==> src/rmq_pkg.sv <==
// ----------------------------------------------------------------------------
// rmq_pkg
// shared constants for the rotation matrix to quaternion datapath
// ----------------------------------------------------------------------------
package rmq_pkg;

  // quaternion components carried side by side through the cells (w, x, y, z)
  localparam int NUM_COMP = 4;
  // matrix elements per input transfer
  localparam int NUM_ELEM = 9;

endpackage

==> src/rmq_front.sv <==
// ----------------------------------------------------------------------------
// rmq_front
// branch select, raw component sums and pivot, registered
// ----------------------------------------------------------------------------
module rmq_front import rmq_pkg::*; #(
  parameter int W = 16
) (
  input  logic                         clk,
  input  logic                         rst_n,
  input  logic                         adv,
  input  logic                         in_vld,
  input  logic [NUM_ELEM*W-1:0]        in_mat,
  output logic                         out_vld,
  output logic [2*W-1:0]               out_rad,
  output logic [NUM_COMP*(W+2)-1:0]    out_comp,
  output logic                         out_inv
);

  localparam int CW = W + 2;
  localparam int F  = W - 2;
  localparam logic signed [CW-1:0] ONE = CW'(1) << F;

  logic signed [CW-1:0] e [NUM_ELEM];
  logic signed [CW-1:0] tr;
  logic signed [CW-1:0] c0, c1, c2, c3, piv;

  logic                         vld_r;
  logic [2*W-1:0]               rad_r, rad_nxt;
  logic [NUM_COMP*CW-1:0]       comp_r, comp_nxt;
  logic                         inv_r, inv_nxt;

  always_comb begin
    for (int i = 0; i < NUM_ELEM; i++) begin
      e[i] = {{2{in_mat[i*W+W-1]}}, in_mat[i*W +: W]};
    end
    tr = e[0] + e[4] + e[8];
    if (tr > 0) begin
      c0 = tr + ONE;
      c1 = e[5] - e[7];
      c2 = e[6] - e[2];
      c3 = e[1] - e[3];
      piv = c0;
    end else if (e[0] > e[4] && e[0] > e[8]) begin
      c0 = e[5] - e[7];
      c1 = ONE + e[0] - e[4] - e[8];
      c2 = e[3] + e[1];
      c3 = e[6] + e[2];
      piv = c1;
    end else if (e[4] > e[8]) begin
      c0 = e[6] - e[2];
      c1 = e[3] + e[1];
      c2 = ONE + e[4] - e[0] - e[8];
      c3 = e[7] + e[5];
      piv = c2;
    end else begin
      c0 = e[1] - e[3];
      c1 = e[6] + e[2];
      c2 = e[7] + e[5];
      c3 = ONE + e[8] - e[0] - e[4];
      piv = c3;
    end
    comp_nxt = {c3, c2, c1, c0};
    inv_nxt  = (piv <= 0);
    // radicand is pivot scaled by 2^F, top bit always zero
    rad_nxt  = {1'b0, piv[W:0], {F{1'b0}}};
  end

  always_ff @(posedge clk) begin
    if (!rst_n) begin
      vld_r <= 1'b0;
    end else if (adv) begin
      vld_r <= in_vld;
    end
  end

  always_ff @(posedge clk) begin
    if (adv) begin
      rad_r  <= rad_nxt;
      comp_r <= comp_nxt;
      inv_r  <= inv_nxt;
    end
  end

  assign out_vld  = vld_r;
  assign out_rad  = rad_r;
  assign out_comp = comp_r;
  assign out_inv  = inv_r;

endmodule

==> config.mk <==
export PLATFORM = sky130hd
export DESIGN_NAME = rmq_front
export DESIGN_NICKNAME = d
export VERILOG_FILES = /design/src/rmq_pkg.sv /design/src/rmq_front.sv
export SDC_FILE = /design/constraint.sdc
export NUM_CORES = 1
export LEC_CHECK = 0
export BUFFER_PORTS_ARGS = -buffer_cell sky130_fd_sc_hd__buf_2
export CAP_MARGIN = 20
export CELL_PAD_IN_SITES_DETAIL_PLACEMENT = 1
export CELL_PAD_IN_SITES_GLOBAL_PLACEMENT = 1
export CORE_MARGIN = 10
export CORE_UTILIZATION = 48
export CTS_CLUSTER_DIAMETER = 200
export DETAILED_ROUTE_END_ITERATION = 7
export GPL_TIMING_DRIVEN = 1
export MAX_ROUTING_LAYER = met4
export PLACE_DENSITY_LB_ADDON = 0.1
export REMOVE_ABC_BUFFERS = 1
export SLEW_MARGIN = 5
export SYNTH_ARGS = -nofsm -noshare
export SYNTH_HDL_FRONTEND = slang
export SYNTH_SLANG_ARGS = --single-unit
==> constraint.sdc <==
create_clock -name clk -period 10.9 [get_ports clk]
set_input_delay 0.545 -clock clk [delete_from_list [all_inputs] [get_ports clk]]
set_output_delay 0.545 -clock clk [all_outputs]
set_load 0.02 [all_outputs]
-- After elaboration in Yosys (flattened, before gate mapping)
Cells that the tools add are included.
- muxes and demuxes: 15
- magnitude comparators: 5
- reductions and logical operators: 1
- add/subtract/negate cells: 18
- operator list (operator ; count):
    $mux 18 ; 15
    $add 16x16->17 ; 4
    $sub 17x16->18 ; 3
    $sub 18x16->18 ; 3
    $add 16x16->17 const A ; 3
    $sub 16x16->17 ; 3
    $gt 16x16->1 ; 3
    $add 17x16->18 ; 1
    $add 18x16->18 const B ; 1
    $gt 18x1->1 const B ; 1
    $le 18x1->1 const B ; 1
    $logic_and 1x1->1 ; 1
- word-level logic and storage cells: 43
- flip-flop bits (word level): 91

-- Longest topological paths before layout
Gate-level depths: netlist of the first run.
- depth after elaboration: 7
- mapped depth: 24

-- Worst setup path before layout of the first run
OpenSTA, ideal clock, no wires.
- kind: input -> register
- start: input in_mat[1]
- end: register comp_r[20], in the netlist out_comp[20] (data pin)
- library setup time: 0.270 ns
- stages: 20
- arrival: 4.488 ns
- required time: 10.630 ns
- path slack: 6.142 ns
- cell sequence: fa_1 > ha_1 > fa_1 > a41o_1 > o2111ai_1 > nand3b_1 > nand3_1 > nand2b_1 > a21oi_1 > xnor2_1 > inv_1 > ha_1 > and3_2 > and4_1 > and3_2 > buf_6 > nor2_1 > buf_2 > clkbuf_1 > a21oi_1
- longest elaborated chain between the ends: 5
- RTL lines (element ; RTL line ; RTL):
    start, declared ; rmq_front.sv:12 ; input logic [NUM_ELEM*W-1:0] in_mat,
    $add 16x16->17 ; rmq_front.sv:45 ; c1 = ONE + e[0] - e[4] - e[8];
    $sub 17x16->18 ; rmq_front.sv:45 ;
    $sub 18x16->18 ; rmq_front.sv:45 ;
    $mux 18 ; rmq_front.sv:43 ; end else if (e[0] > e[4] && e[0] > e[8]) begin
    $mux 18 * ; rmq_front.sv:37 ; if (tr > 0) begin
    net c1[2] ; rmq_front.sv:25 ; logic signed [CW-1:0] c0, c1, c2, c3, piv;
    end signal, assigned ; rmq_front.sv:79 ; comp_r <= comp_nxt;
    end, declared ; rmq_front.sv:29 ; logic [NUM_COMP*CW-1:0] comp_r, comp_nxt;
The timed path passes the listed nets; every way through them passes the cells marked *.
A chain may end at the register's enable or synchronous reset.

-- Worst setup path after layout of the first run
- start: input in_mat[2]
- end: register inv_r, in the netlist out_inv (data pin)
- longest elaborated chain between the ends: 6
- RTL lines (element ; RTL line ; RTL):
    $add 16x16->17, or another cell as far along ; rmq_front.sv:45 ;
    $sub 17x16->18, or another cell as far along ; rmq_front.sv:45 ;
    $sub 18x16->18 or $mux 18 (tied branches) ; rmq_front.sv:45, rmq_front.sv:49 ;
    $mux 18 ; rmq_front.sv:43 ;
    $mux 18 * ; rmq_front.sv:37 ;
    net piv[15] ; rmq_front.sv:25 ;
    $le 18x1->1 * ; rmq_front.sv:63 ; inv_nxt = (piv <= 0);
    net inv_nxt ; rmq_front.sv:30 ; logic inv_r, inv_nxt;
    end signal, assigned ; rmq_front.sv:80 ; inv_r <= inv_nxt;
    end, declared ; rmq_front.sv:30 ;
Marks and branches as above.

==> impl_metrics.prom, run 1 <==
# TYPE chip_impl_metric gauge
chip_impl_metric{name="slew_headroom",unit="%"} 20.0
chip_impl_metric{name="hold_violations",unit=""} 0
chip_impl_metric{name="n_antenna_cell",unit=""} 0
chip_impl_metric{name="setup_slack_reg_to_reg",unit="ns"} 10.31
chip_impl_metric{name="final_nets",unit=""} 2702
chip_impl_metric{name="synth-seq-area-share",unit="%"} 16.3
chip_impl_metric{name="gp_congestion",unit=""} 0.950
chip_impl_metric{name="globalRouteTotalUtil",unit="%"} 28.8
chip_impl_metric{name="power_density",unit="nW/um2"} 159
chip_impl_metric{name="die_width",unit="um"} 207
chip_impl_metric{name="synthAdderAreaFrac",unit="%"} 31.1
chip_impl_metric{name="finish.instance_area",unit="um2"} 18500
chip_impl_metric{name="worst-r2r-cell-count",unit=""} 2
chip_impl_metric{name="place.port_buffers",unit=""} 238
chip_impl_metric{name="synth_enable_flop_cells",unit=""} 90
chip_impl_info{name="holdCritStartpoint",value="rst_n"} 1
chip_impl_metric{name="finish.cell_count_without_fillers",unit=""} 2646
chip_impl_metric{name="synth_mux_area_share",unit="%"} 1.52
chip_impl_metric{name="skew",unit="ns"} 0
chip_impl_metric{name="worst_ep_arrival_time",unit="ns"} 5.73
chip_impl_metric{name="grt_start_max_net_pins",unit=""} 70
chip_impl_metric{name="cts.sinks",unit=""} 91
chip_impl_info{name="endpoint",value="out_inv"} 1
chip_impl_metric{name="dpl-instance-area",unit="um2"} 18200
chip_impl_metric{name="use_met1",unit="%"} 36.6
chip_impl_metric{name="detail_route.wirelength",unit="um"} 60900
chip_impl_info{name="critical_path_type",value="in2reg"} 1
chip_impl_metric{name="drt_drc_violations_left",unit=""} 0
chip_impl_metric{name="report.power.total",unit="mW"} 2.94
chip_impl_metric{name="chipHeight",unit="um"} 207
chip_impl_metric{name="synth_compound_area_share",unit="%"} 21.3
chip_impl_info{name="cp-start-kind",value="primary input"} 1
chip_impl_info{name="clk_root_buffer_cell",value="clkbuf_16"} 1
chip_impl_info{name="grt_busiest_layer",value="met2"} 1
chip_impl_metric{name="ys.warnings.count",unit=""} 0
chip_impl_metric{name="slew_viol_final",unit=""} 0
chip_impl_metric{name="postSynthCellCount",unit=""} 1999
chip_impl_metric{name="post_synth_xor_area_fraction",unit="%"} 6.60
chip_impl_metric{name="max_clock_freq",unit="MHz"} 180
chip_impl_metric{name="cts_made_buffers",unit=""} 9
chip_impl_metric{name="grt.met3_usage",unit="%"} 1.42
chip_impl_info{name="rsz0062_at_grt",value="false"} 1
chip_impl_metric{name="io_pins",unit=""} 254
chip_impl_metric{name="fraction_of_synthesis_flops_using_an_asynchronous_set_or_reset_pin",unit="%"} 0
chip_impl_info{name="combinational_family_with_the_most_area_after_synthesis",value="adder cells"} 1
chip_impl_metric{name="worst_slack",unit="ns"} 5.35
chip_impl_metric{name="total_negative_slack_for_setup_checks",unit="ns"} 0
chip_impl_metric{name="initial_standard_cell_utilization_of_the_core",unit="%"} 48.5
chip_impl_metric{name="yosys.area_share.simple",unit="%"} 15.1
chip_impl_metric{name="post-route-min-period",unit="ns"} 5.55
chip_impl_metric{name="worst-path-max-fanout",unit=""} 66
chip_impl_metric{name="dp_hpwl",unit="um"} 51100
chip_impl_metric{name="fillers",unit=""} 4273
chip_impl_metric{name="timing.final.setup_violations",unit=""} 0
chip_impl_metric{name="number_of_gates_resized_after_cts",unit=""} 0
chip_impl_metric{name="grt_util_met2",unit="%"} 48.6
chip_impl_metric{name="post_synth_num_cell_types",unit=""} 103
chip_impl_metric{name="flow.area_growth_from_synthesis",unit="%"} 10.7
chip_impl_metric{name="routed_via_density",unit=""} 5.79
chip_impl_metric{name="final_worst_path_cycle_share",unit="%"} 50.9
chip_impl_metric{name="clk_path_buf_depth",unit=""} 2
chip_impl_metric{name="vias",unit=""} 15326
chip_impl_metric{name="antenna_violating_nets_left",unit=""} 0
chip_impl_metric{name="grt_first_pass_wirelength",unit="um"} 93200
chip_impl_metric{name="coreArea",unit="um2"} 34500
chip_impl_metric{name="cts_setup_buffers",unit=""} 0
chip_impl_info{name="ys.flop_type",value="edfxtp_1"} 1
chip_impl_metric{name="static_leakage",unit="nW"} 8.80
chip_impl_info{name="cts_tree",value="built"} 1
chip_impl_metric{name="final_core_utilization",unit="%"} 53.7
chip_impl_metric{name="die_footprint",unit="um2"} 42700
chip_impl_metric{name="detailedPlace.worstSlack",unit="ns"} 5.07
chip_impl_info{name="hold_class",value="in2reg"} 1
chip_impl_metric{name="cell_count_after_placement",unit=""} 2630
chip_impl_metric{name="synth_area_per_cell",unit="um2"} 8.36
chip_impl_metric{name="hold_ws",unit="ns"} 0.418
chip_impl_metric{name="detail_route.first_pass.iterations",unit=""} 6
chip_impl_metric{name="detailedRoute.firstIterationViolations",unit=""} 1158
chip_impl_metric{name="row_count",unit=""} 68
chip_impl_metric{name="vias_in_the_first_global_route",unit=""} 16302
chip_impl_metric{name="post_cts_hold_buffer_count",unit=""} 0
chip_impl_metric{name="wire_per_inst",unit="um"} 23.0
chip_impl_metric{name="irDropWorstVdd",unit="mV"} 0.0907
chip_impl_info{name="r2r-end",value="out_vld"} 1
chip_impl_metric{name="antenna_violations_before_repair",unit=""} 1
chip_impl_metric{name="cp.required",unit="ns"} 11.08
chip_impl_metric{name="drv.max_cap_violation_count",unit=""} 0
chip_impl_metric{name="overflow",unit=""} 0
chip_impl_metric{name="clk_pin_slew",unit="ns"} 0.07
chip_impl_metric{name="synth_area",unit="um2"} 16700
chip_impl_metric{name="post_route_cells_drive_above_1_share",unit="%"} 14.7
chip_impl_info{name="worstReg2RegStart",value="out_vld"} 1
chip_impl_metric{name="insertion_delay_to_the_later_sink_of_the_worst_skew_pair",unit="ns"} 0.35
chip_impl_metric{name="ys_ff_latch",unit=""} 91
chip_impl_info{name="status",value="completed"} 1
chip_impl_info{name="cp-end-kind",value="flip-flop"} 1
chip_impl_metric{name="tightestPinTransition",unit="ns"} 1.18
chip_impl_metric{name="htreeDepth",unit=""} 3
chip_impl_info{name="worst_setup_path_startpoint",value="in_mat[2]"} 1
[report_power, final]
part | switching, mW | internal, mW | total (mW) | leakage [nW]
clock | 0.140 | 0.207 | 0.347 | 0.156
combinational | 1.29 | 0.694 | 1.98 | 7.76
sequential | 0.0644 | 0.544 | 0.608 | 0.888
total | 1.49 | 1.44 | 2.94 | 8.80
[critical path: stages]
cell      delay, ns
buf_2          0.15
inv_1          0.13
fa_1           0.58
inv_1          0.13
ha_1           0.31
a21oi_1        0.09
o21ai_0        0.40
nand4b_1       0.31
a211oi_2       0.31
o31ai_1        0.12
nand2b_1       0.11
xor2_1         0.38
inv_1          0.08
ha_1           0.19
and3_2         0.18
and4_1         0.19
and3_2         0.28
nor2_4         0.09
buf_4          0.56
o21ai_0        0.28
o31ai_2        0.25
[logic make-up after synthesis]
| kind of cell | Yosys count |
|---|---|
| compound gates | 537 |
| simple gates | 524 |
| fa+ha+maj | 368 |
| buf+inv | 327 |
| xor+xnor | 126 |
| flops | 91 |
| mux | 25 |
| other cells | 1 |
[state kept, by name (all words and copies together), names as in the netlist]
signal	cells
out_comp	72
out_inv	1
out_rad	17
out_vld	1
[synthesized netlist by cell type, types with 10 or more instances]
cell        n  share of area [%]
nand3_1    32               0.96
nor3_1     33               0.99
clkbuf_1   39               0.88
a21oi_1   151                4.5
or3_1      14               0.52
nand2_1   153                3.4
o21ai_0   113                3.4
nor2b_1    18               0.67
buf_2      14               0.42
nand2b_1   26               0.97
a211oi_1   23                1.0
inv_1     244                5.5
buf_4      15               0.67
and2_1     13               0.49
xor2_1     36                1.9
xnor2_1    90                4.7
edfxtp_1   90                 16
fa_1       79                9.5
ha_1      289                 22
mux2i_1    22                1.3
nor4_1     16               0.60
nor2_1    157                3.5
o21bai_1   18               0.81
o211ai_1   26                1.2
o31ai_1    13               0.58
o21a_1     26                1.2
buf_1      10               0.22
a31o_2     10               0.52
a21o_1     25                1.1
a31oi_1    25               0.94
[cell type report]
cell class,count,area [um2],area share [%]
Tap cell,455,569,3.08
Clock inverter,5,77.6,0.419
Timing Repair Buffer,245,1250,6.74
Sequential cell,91,2720,14.7
Multi-Input combinational cell,1595,12700,68.8
Clock buffer,11,243,1.31
Inverter,244,916,4.95
[placed cells by master (no fill, tap or decap), types with 32 or more instances in the layout]
master	n
nand2_1	152
nand3_1	32
fa_1	79
xnor2_1	90
ha_1	289
nor2_1	154
buf_2	237
a21oi_1	151
edfxtp_1	90
inv_1	244
xor2_1	36
o21ai_0	113
nor3_1	33
[per-layer routing]
metal / share of wire, % / vias up / routed length [um]
met5: 0 / - / 0
met4: 2.7 / 0 / 1650
met3: 3.7 / 56 / 2270
met2: 49 / 403 / 29800
met1: 45 / 7598 / 27200
li1: - / 7269 / -
[worst min path at each step]
stage,slack (ns),to,depth (start not counted)
3_5_place_dp,0.51,out_vld,2
3_3_place_gp,0.49,out_vld,2
2_1_floorplan,0.59,out_vld,2
4_1_cts,0.41,out_vld,2
5_1_grt,0.44,out_vld,2
6_report,0.42,out_vld,2
(Power assumes the default switching activity.)
==> run 2, diff against run 1 <==
--- a/config.mk
+++ b/config.mk
@@ -10,7 +10,7 @@
 export CELL_PAD_IN_SITES_DETAIL_PLACEMENT = 1
 export CELL_PAD_IN_SITES_GLOBAL_PLACEMENT = 1
 export CORE_MARGIN = 10
-export CORE_UTILIZATION = 48
+export CORE_UTILIZATION = 41
 export CTS_CLUSTER_DIAMETER = 200
 export DETAILED_ROUTE_END_ITERATION = 7
 export GPL_TIMING_DRIVEN = 1
==> constraint.sdc (replaced) <==
create_clock -name clk -period 4.7 [get_ports clk]
set_input_delay 0.235 -clock clk [delete_from_list [all_inputs] [get_ports clk]]
set_output_delay 0.235 -clock clk [all_outputs]
set_load 0.02 [all_outputs]
==> run 2 against run 1 <==
Sequential power grew 130%; via count grew 2.9%; worst hold slack worse by 0.33 ns; critical path depth did not move; flip-flop and latch count stayed put; critical endpoint unchanged; largest cell class unchanged.
==> impl_metrics.prom, run 2 (synthesis gave the netlist of run 1 again) <==
# TYPE chip_impl_metric gauge
chip_impl_metric{name="gp_congestion",unit=""} 0.971
chip_impl_metric{name="grt_start_max_net_pins",unit=""} 66
chip_impl_metric{name="detailedRoute.firstIterationViolations",unit=""} 826
chip_impl_metric{name="worst-path-max-fanout",unit=""} 5
chip_impl_metric{name="irDropWorstVdd",unit="mV"} 0.176
chip_impl_info{name="timing.critical_path.cells",value="buf_2 -> fa_1 -> ha_1 -> fa_1 -> a41o_1 -> o2111ai_1 -> buf_4 -> nand3b_1 -> nand3_1 -> nand2b_1 -> a21oi_1 -> xnor2_1 -> inv_1 -> ha_1 -> and3_2 -> and4_1 -> and3_2 -> nor4_1 -> o221a_2 -> o2111ai_1 -> o31ai_2"} 1
chip_impl_metric{name="skew",unit="ns"} 0
chip_impl_metric{name="static_leakage",unit="nW"} 9.59
chip_impl_metric{name="final_core_utilization",unit="%"} 49.6
chip_impl_metric{name="htreeDepth",unit=""} 3
chip_impl_metric{name="fillers",unit=""} 4923
chip_impl_metric{name="chipHeight",unit="um"} 222
chip_impl_metric{name="clk_path_buf_depth",unit=""} 2
chip_impl_metric{name="post_route_cells_drive_above_1_share",unit="%"} 20.5
chip_impl_info{name="layout.cells.most_common",value="ha_1"} 1
chip_impl_metric{name="max_clock_freq",unit="MHz"} 222
chip_impl_metric{name="slew_headroom",unit="%"} 35.3
chip_impl_metric{name="report.power.total",unit="mW"} 7.21
chip_impl_metric{name="dpl-instance-area",unit="um2"} 19600
chip_impl_metric{name="number_of_flip_flops_in_the_largest_register",unit=""} 72
chip_impl_metric{name="wire_per_inst",unit="um"} 21.7
chip_impl_metric{name="grt_first_pass_wirelength",unit="um"} 96700
chip_impl_metric{name="worst-path-buf-inv",unit=""} 3
chip_impl_metric{name="vias",unit=""} 15765
chip_impl_metric{name="finish.instance_area",unit="um2"} 19900
chip_impl_info{name="status",value="completed"} 1
chip_impl_info{name="commonest_cells_after_routing_fill_and_taps_aside",value="289 x ha_1, 244 x inv_1, 237 x buf_2"} 1
chip_impl_metric{name="detailedPlace.worstSlack",unit="ns"} -0.151
chip_impl_metric{name="worst_ep_arrival_time",unit="ns"} 4.72
chip_impl_metric{name="io_pins",unit=""} 254
chip_impl_metric{name="power_density",unit="nW/um2"} 363
chip_impl_metric{name="cts.sinks",unit=""} 91
chip_impl_metric{name="worst_slack",unit="ns"} 0.187
chip_impl_info{name="cts_tree",value="built"} 1
chip_impl_metric{name="antenna_violating_nets_left",unit=""} 0
chip_impl_info{name="critical_path_type",value="in2reg"} 1
chip_impl_metric{name="multi_input_comb_area",unit="um2"} 12700
chip_impl_info{name="cp_top_family",value="adder cells"} 1
chip_impl_metric{name="ff_latch_area",unit="um2"} 2720
chip_impl_metric{name="insertion_delay_to_the_later_sink_of_the_worst_skew_pair",unit="ns"} 0.36
chip_impl_metric{name="coreArea",unit="um2"} 40000
chip_impl_metric{name="routed_via_density",unit=""} 5.48
chip_impl_metric{name="hold_violations",unit=""} 0
chip_impl_info{name="clk_root_buffer_cell",value="clkbuf_16"} 1
chip_impl_metric{name="final_worst_path_cycle_share",unit="%"} 96.0
chip_impl_info{name="slowest_library_cell_on_the_worst_path",value="fa_1"} 1
chip_impl_metric{name="final_nets",unit=""} 2864
chip_impl_metric{name="tightestPinTransition",unit="ns"} 0.962
chip_impl_metric{name="slew_viol_final",unit=""} 0
chip_impl_metric{name="globalRouteTotalUtil",unit="%"} 25.3
chip_impl_metric{name="total_negative_slack_for_setup_checks",unit="ns"} 0
chip_impl_metric{name="timing.final.setup_violations",unit=""} 0
chip_impl_metric{name="die_footprint",unit="um2"} 49200
chip_impl_metric{name="flow.area_growth_from_synthesis",unit="%"} 18.8
chip_impl_info{name="cp-end-kind",value="flip-flop"} 1
chip_impl_metric{name="detail_route.first_pass.iterations",unit=""} 5
chip_impl_metric{name="vias_in_the_first_global_route",unit=""} 16883
chip_impl_info{name="hold_class",value="in2reg"} 1
chip_impl_metric{name="clk_pin_slew",unit="ns"} 0.07
chip_impl_metric{name="cp.required",unit="ns"} 4.91
chip_impl_metric{name="detail_route.wirelength",unit="um"} 62300
chip_impl_metric{name="die_width",unit="um"} 222
chip_impl_metric{name="dp_hpwl",unit="um"} 53100
chip_impl_metric{name="initial_standard_cell_utilization_of_the_core",unit="%"} 41.8
chip_impl_info{name="cp-start-kind",value="primary input"} 1
chip_impl_metric{name="row_count",unit=""} 73
chip_impl_info{name="rsz0062_at_grt",value="false"} 1
chip_impl_metric{name="antenna_violations_before_repair",unit=""} 0
chip_impl_metric{name="overflow",unit=""} 0
chip_impl_metric{name="drv.max_cap_violation_count",unit=""} 0
chip_impl_metric{name="drt_drc_violations_left",unit=""} 0
chip_impl_metric{name="n_antenna_cell",unit=""} 0
chip_impl_metric{name="cts_made_buffers",unit=""} 9
chip_impl_metric{name="post-route-min-period",unit="ns"} 4.51
chip_impl_metric{name="place.port_buffers",unit=""} 238
chip_impl_metric{name="cpPeakStageDelay",unit="ns"} 0.51
==> run 2: metrics by stage <==
| stage | hold slack [ns] | cells |
|---|---|---|
| 4_1_cts | 0.0756 | 2877 |
| 2_1_floorplan | 0.347 | 1930 |
| 3_5_place_dp | 0.472 | 2862 |
| 5_1_grt | 0.0950 | 2877 |
| 3_3_place_gp | 0.451 | 2862 |
| 6_report | 0.0890 | 2877 |
==> run 2: worst register-to-register path, stage by stage, from the launching register on <==
cell,delay [ns]
dfxtp_1,0.37
mux2i_1,0.08
nor2b_1,0.13
==> run 2: cell type report <==
| cell class | count | area share [%] |
|---|---|---|
| Clock buffer | 10 | 1.15 |
| Clock inverter | 5 | 0.277 |
| Inverter | 244 | 4.61 |
| Multi-Input combinational cell | 1595 | 64.1 |
| Sequential cell | 91 | 13.7 |
| Tap cell | 525 | 3.31 |
| Timing Repair Buffer | 407 | 12.8 |
==> run 2: path summary, 6_finish.rpt <==
path / from / endpoint / slack, ns / cells after the start
setup / recovery: in_mat[1] / out_inv / 0.19 / 21
setup reg to reg: out_vld / out_vld / 4.06 / 2
hold reg to reg: out_vld / out_vld / 0.56 / 2
hold / removal: rst_n / out_vld / 0.09 / 2
==> run 2: power by group <==
group	switching, mW	internal (mW)	total (mW)	leakage (nW)
Clock	0.332	0.408	0.739	0.134
Sequential	0.148	1.26	1.41	0.888
Combinational	3.07	1.99	5.06	8.57
Total	3.55	3.65	7.21	9.59
==> run 2: timing repair <==
action / CTS / global route
setup buffers: 0 / 0
setup endpoints to repair: 0 / 1
gates resized for setup: 0 / 2
hold buffers: 0 / 0
==> run 2: metal layers <==
metal	vias to the layer above	GRT usage [%]	wire length (um)
met5	-	-	0
met4	0	6.43	1380
met3	59	1.70	1920
met2	335	42.1	30300
met1	7787	32.7	28700
li1	7584	-	-
==> run 3, diff against run 2 <==
--- a/config.mk
+++ b/config.mk
@@ -5,14 +5,14 @@
 export SDC_FILE = /design/constraint.sdc
 export NUM_CORES = 1
 export LEC_CHECK = 0
-export BUFFER_PORTS_ARGS = -buffer_cell sky130_fd_sc_hd__buf_2
 export CAP_MARGIN = 20
 export CELL_PAD_IN_SITES_DETAIL_PLACEMENT = 1
 export CELL_PAD_IN_SITES_GLOBAL_PLACEMENT = 1
 export CORE_MARGIN = 10
-export CORE_UTILIZATION = 41
+export CORE_UTILIZATION = 45
 export CTS_CLUSTER_DIAMETER = 200
 export DETAILED_ROUTE_END_ITERATION = 7
+export DONT_BUFFER_PORTS = 1
 export GPL_TIMING_DRIVEN = 1
 export MAX_ROUTING_LAYER = met4
 export PLACE_DENSITY_LB_ADDON = 0.1
==> run 3 against run 2 <==
Die area down 8.1%; largest power group unchanged; clock-buffer cell count down 1; critical path depth down 1; largest cell class unchanged; highest routed layer unchanged; critical endpoint unchanged; critical path type unchanged.
==> impl_metrics.prom, run 3 (synthesis gave the netlist of run 1 again) <==
# TYPE chip_impl_metric gauge
chip_impl_metric{name="gp_congestion",unit=""} 0.942
chip_impl_metric{name="max_clock_freq",unit="MHz"} 230
chip_impl_info{name="commonest_cells_after_routing_fill_and_taps_aside",value="289 x ha_1, 244 x inv_1, 154 x nor2_1"} 1
chip_impl_metric{name="slew_viol_final",unit=""} 0
chip_impl_metric{name="globalRouteTotalUtil",unit="%"} 27.3
chip_impl_metric{name="die_footprint",unit="um2"} 45300
chip_impl_metric{name="row_count",unit=""} 70
chip_impl_info{name="timing.critical_path.cells",value="inv_1 -> fa_1 -> inv_1 -> ha_1 -> a21oi_1 -> o21ai_0 -> nand4b_1 -> a211oi_2 -> o31ai_1 -> nand2b_1 -> xor2_1 -> inv_1 -> ha_1 -> and3_2 -> and4_1 -> and3_2 -> nor4_1 -> o221a_2 -> o2111ai_1 -> o31ai_2"} 1
chip_impl_metric{name="insertion_delay_to_the_later_sink_of_the_worst_skew_pair",unit="ns"} 0.37
chip_impl_metric{name="post-route-min-period",unit="ns"} 4.35
chip_impl_metric{name="fillers",unit=""} 4455
chip_impl_metric{name="wire_per_inst",unit="um"} 24.0
chip_impl_metric{name="grt_first_pass_wirelength",unit="um"} 92000
chip_impl_metric{name="dpl-instance-area",unit="um2"} 17900
chip_impl_metric{name="irDropWorstVdd",unit="mV"} 0.191
chip_impl_metric{name="finish.instance_area",unit="um2"} 18200
chip_impl_metric{name="multi_input_comb_area",unit="um2"} 12700
chip_impl_metric{name="n_antenna_cell",unit=""} 0
chip_impl_metric{name="slew_headroom",unit="%"} 30.9
chip_impl_info{name="cp-start-kind",value="primary input"} 1
chip_impl_metric{name="dp_hpwl",unit="um"} 51800
chip_impl_metric{name="worst-path-buf-inv",unit=""} 3
chip_impl_metric{name="flow.area_growth_from_synthesis",unit="%"} 9.10
chip_impl_info{name="grt_busiest_layer",value="met2"} 1
chip_impl_metric{name="finish.cell_count_without_fillers",unit=""} 2536
chip_impl_metric{name="htreeDepth",unit=""} 3
chip_impl_info{name="rsz0062_at_grt",value="false"} 1
chip_impl_metric{name="grt_util_met2",unit="%"} 45.9
chip_impl_metric{name="antenna_violations_before_repair",unit=""} 0
chip_impl_metric{name="ff_latch_area",unit="um2"} 2720
chip_impl_metric{name="initial_standard_cell_utilization_of_the_core",unit="%"} 45.7
chip_impl_metric{name="post_route_cells_drive_above_1_share",unit="%"} 9.48
chip_impl_metric{name="chipHeight",unit="um"} 213
chip_impl_metric{name="cts_setup_buffers",unit=""} 0
chip_impl_metric{name="cp.required",unit="ns"} 4.91
chip_impl_metric{name="skew",unit="ns"} 0
chip_impl_metric{name="power_density",unit="nW/um2"} 371
chip_impl_metric{name="drt_drc_violations_left",unit=""} 0
chip_impl_info{name="crit_top_cell",value="inv_1"} 1
chip_impl_metric{name="grt_start_max_net_pins",unit=""} 53
chip_impl_metric{name="grt.met3_usage",unit="%"} 4.84
chip_impl_metric{name="final_worst_path_cycle_share",unit="%"} 92.6
chip_impl_metric{name="place.port_buffers",unit=""} 0
chip_impl_info{name="hold_class",value="in2reg"} 1
chip_impl_metric{name="use_met1",unit="%"} 33.0
chip_impl_metric{name="detail_route.wirelength",unit="um"} 60900
chip_impl_metric{name="overflow",unit=""} 0
chip_impl_info{name="slowest_library_cell_on_the_worst_path",value="fa_1"} 1
chip_impl_metric{name="worst-path-max-fanout",unit=""} 5
chip_impl_metric{name="detail_route.first_pass.iterations",unit=""} 5
chip_impl_metric{name="detailedRoute.firstIterationViolations",unit=""} 924
chip_impl_metric{name="number_of_flip_flops_in_the_largest_register",unit=""} 72
chip_impl_metric{name="worst_ep_arrival_time",unit="ns"} 4.57
chip_impl_metric{name="cts.sinks",unit=""} 91
chip_impl_metric{name="antenna_violating_nets_left",unit=""} 0
chip_impl_metric{name="vias_in_the_first_global_route",unit=""} 15404
chip_impl_metric{name="cpPeakStageDelay",unit="ns"} 0.59
chip_impl_info{name="layout.cells.most_common",value="ha_1"} 1
chip_impl_metric{name="setup_slack_reg_to_reg",unit="ns"} 3.92
chip_impl_metric{name="tightestPinTransition",unit="ns"} 1.03
chip_impl_info{name="clk_root_buffer_cell",value="clkbuf_16"} 1
chip_impl_info{name="cts_tree",value="built"} 1
chip_impl_metric{name="cts_made_buffers",unit=""} 9
chip_impl_metric{name="final_nets",unit=""} 2579
chip_impl_metric{name="routed_via_density",unit=""} 5.77
chip_impl_info{name="cp_top_family",value="compound AO/OA/AOI/OAI gates"} 1
chip_impl_info{name="critical_path_type",value="in2reg"} 1
chip_impl_metric{name="coreArea",unit="um2"} 36600
chip_impl_metric{name="static_leakage",unit="nW"} 8.42
chip_impl_metric{name="io_pins",unit=""} 254
chip_impl_metric{name="hold_violations",unit=""} 0
chip_impl_metric{name="timing.final.setup_violations",unit=""} 0
chip_impl_metric{name="cell_count_after_placement",unit=""} 2515
chip_impl_metric{name="clk_path_buf_depth",unit=""} 2
chip_impl_info{name="status",value="completed"} 1
chip_impl_metric{name="clk_pin_slew",unit="ns"} 0.08
chip_impl_metric{name="die_width",unit="um"} 213
chip_impl_info{name="cp-end-kind",value="flip-flop"} 1
chip_impl_metric{name="vias",unit=""} 14628
chip_impl_metric{name="drv.max_cap_violation_count",unit=""} 0
==> run 3: area by class of cell <==
type	instances	area share (%)
Multi-Input combinational cell	1595	69.8
Sequential cell	91	14.9
Timing Repair Buffer	122	5.39
Inverter	244	5.02
Tap cell	468	3.21
Clock buffer	9	1.23
Clock inverter	7	0.412
==> run 3: repair_timing <==
| action | 4_1_cts | 5_1_grt |
|---|---|---|
| endpoints found under the setup margin | 0 | 1 |
| hold buffers | 5 | 0 |
| hold endpoints to repair | 43 | 0 |
| gates resized for setup | 0 | 1 |
==> run 3: final timing paths <==
path / depth (start not counted) / end / from
worst max register to register: 2 / out_vld / out_vld
worst max-delay path: 20 / out_inv / in_mat[2]
worst min register to register: 2 / out_vld / out_vld
worst min-delay path: 1 / out_vld / rst_n
==> run 3: routing by layer <==
metal | vias to the layer above | share of wire [%]
met2 | 318 | 49
met3 | 57 | 5.8
met4 | 0 | 2.2
li1 | 7037 | -
met5 | - | 0
met1 | 7216 | 43
==> run 3: where the power goes <==
part / switching [mW] / total, mW / internal [mW] / leakage, nW
registers: 0.495 / 1.77 / 1.28 / 0.888
clock network: 0.354 / 0.769 / 0.415 / 0.138
logic: 2.55 / 4.23 / 1.68 / 7.40
total: 3.40 / 6.77 / 3.37 / 8.42
==> run 3: stage by stage <==
step	TNS (ns)	power (mW)	setup slack [ns]	hold slack [ns]	utilization [%]
final	0	6.77	0.346	0.0166	49.8
after floorplan	-66.72	4.34	-1.48	0.347	-
after global routing	0	7.25	0.00130	0.0274	49.8
after CTS	0	6.75	0.369	0.0177	49.8
after global placement	0	5.85	0.0384	0.356	48.8
after detailed placement	0	5.93	0.0121	0.357	48.8
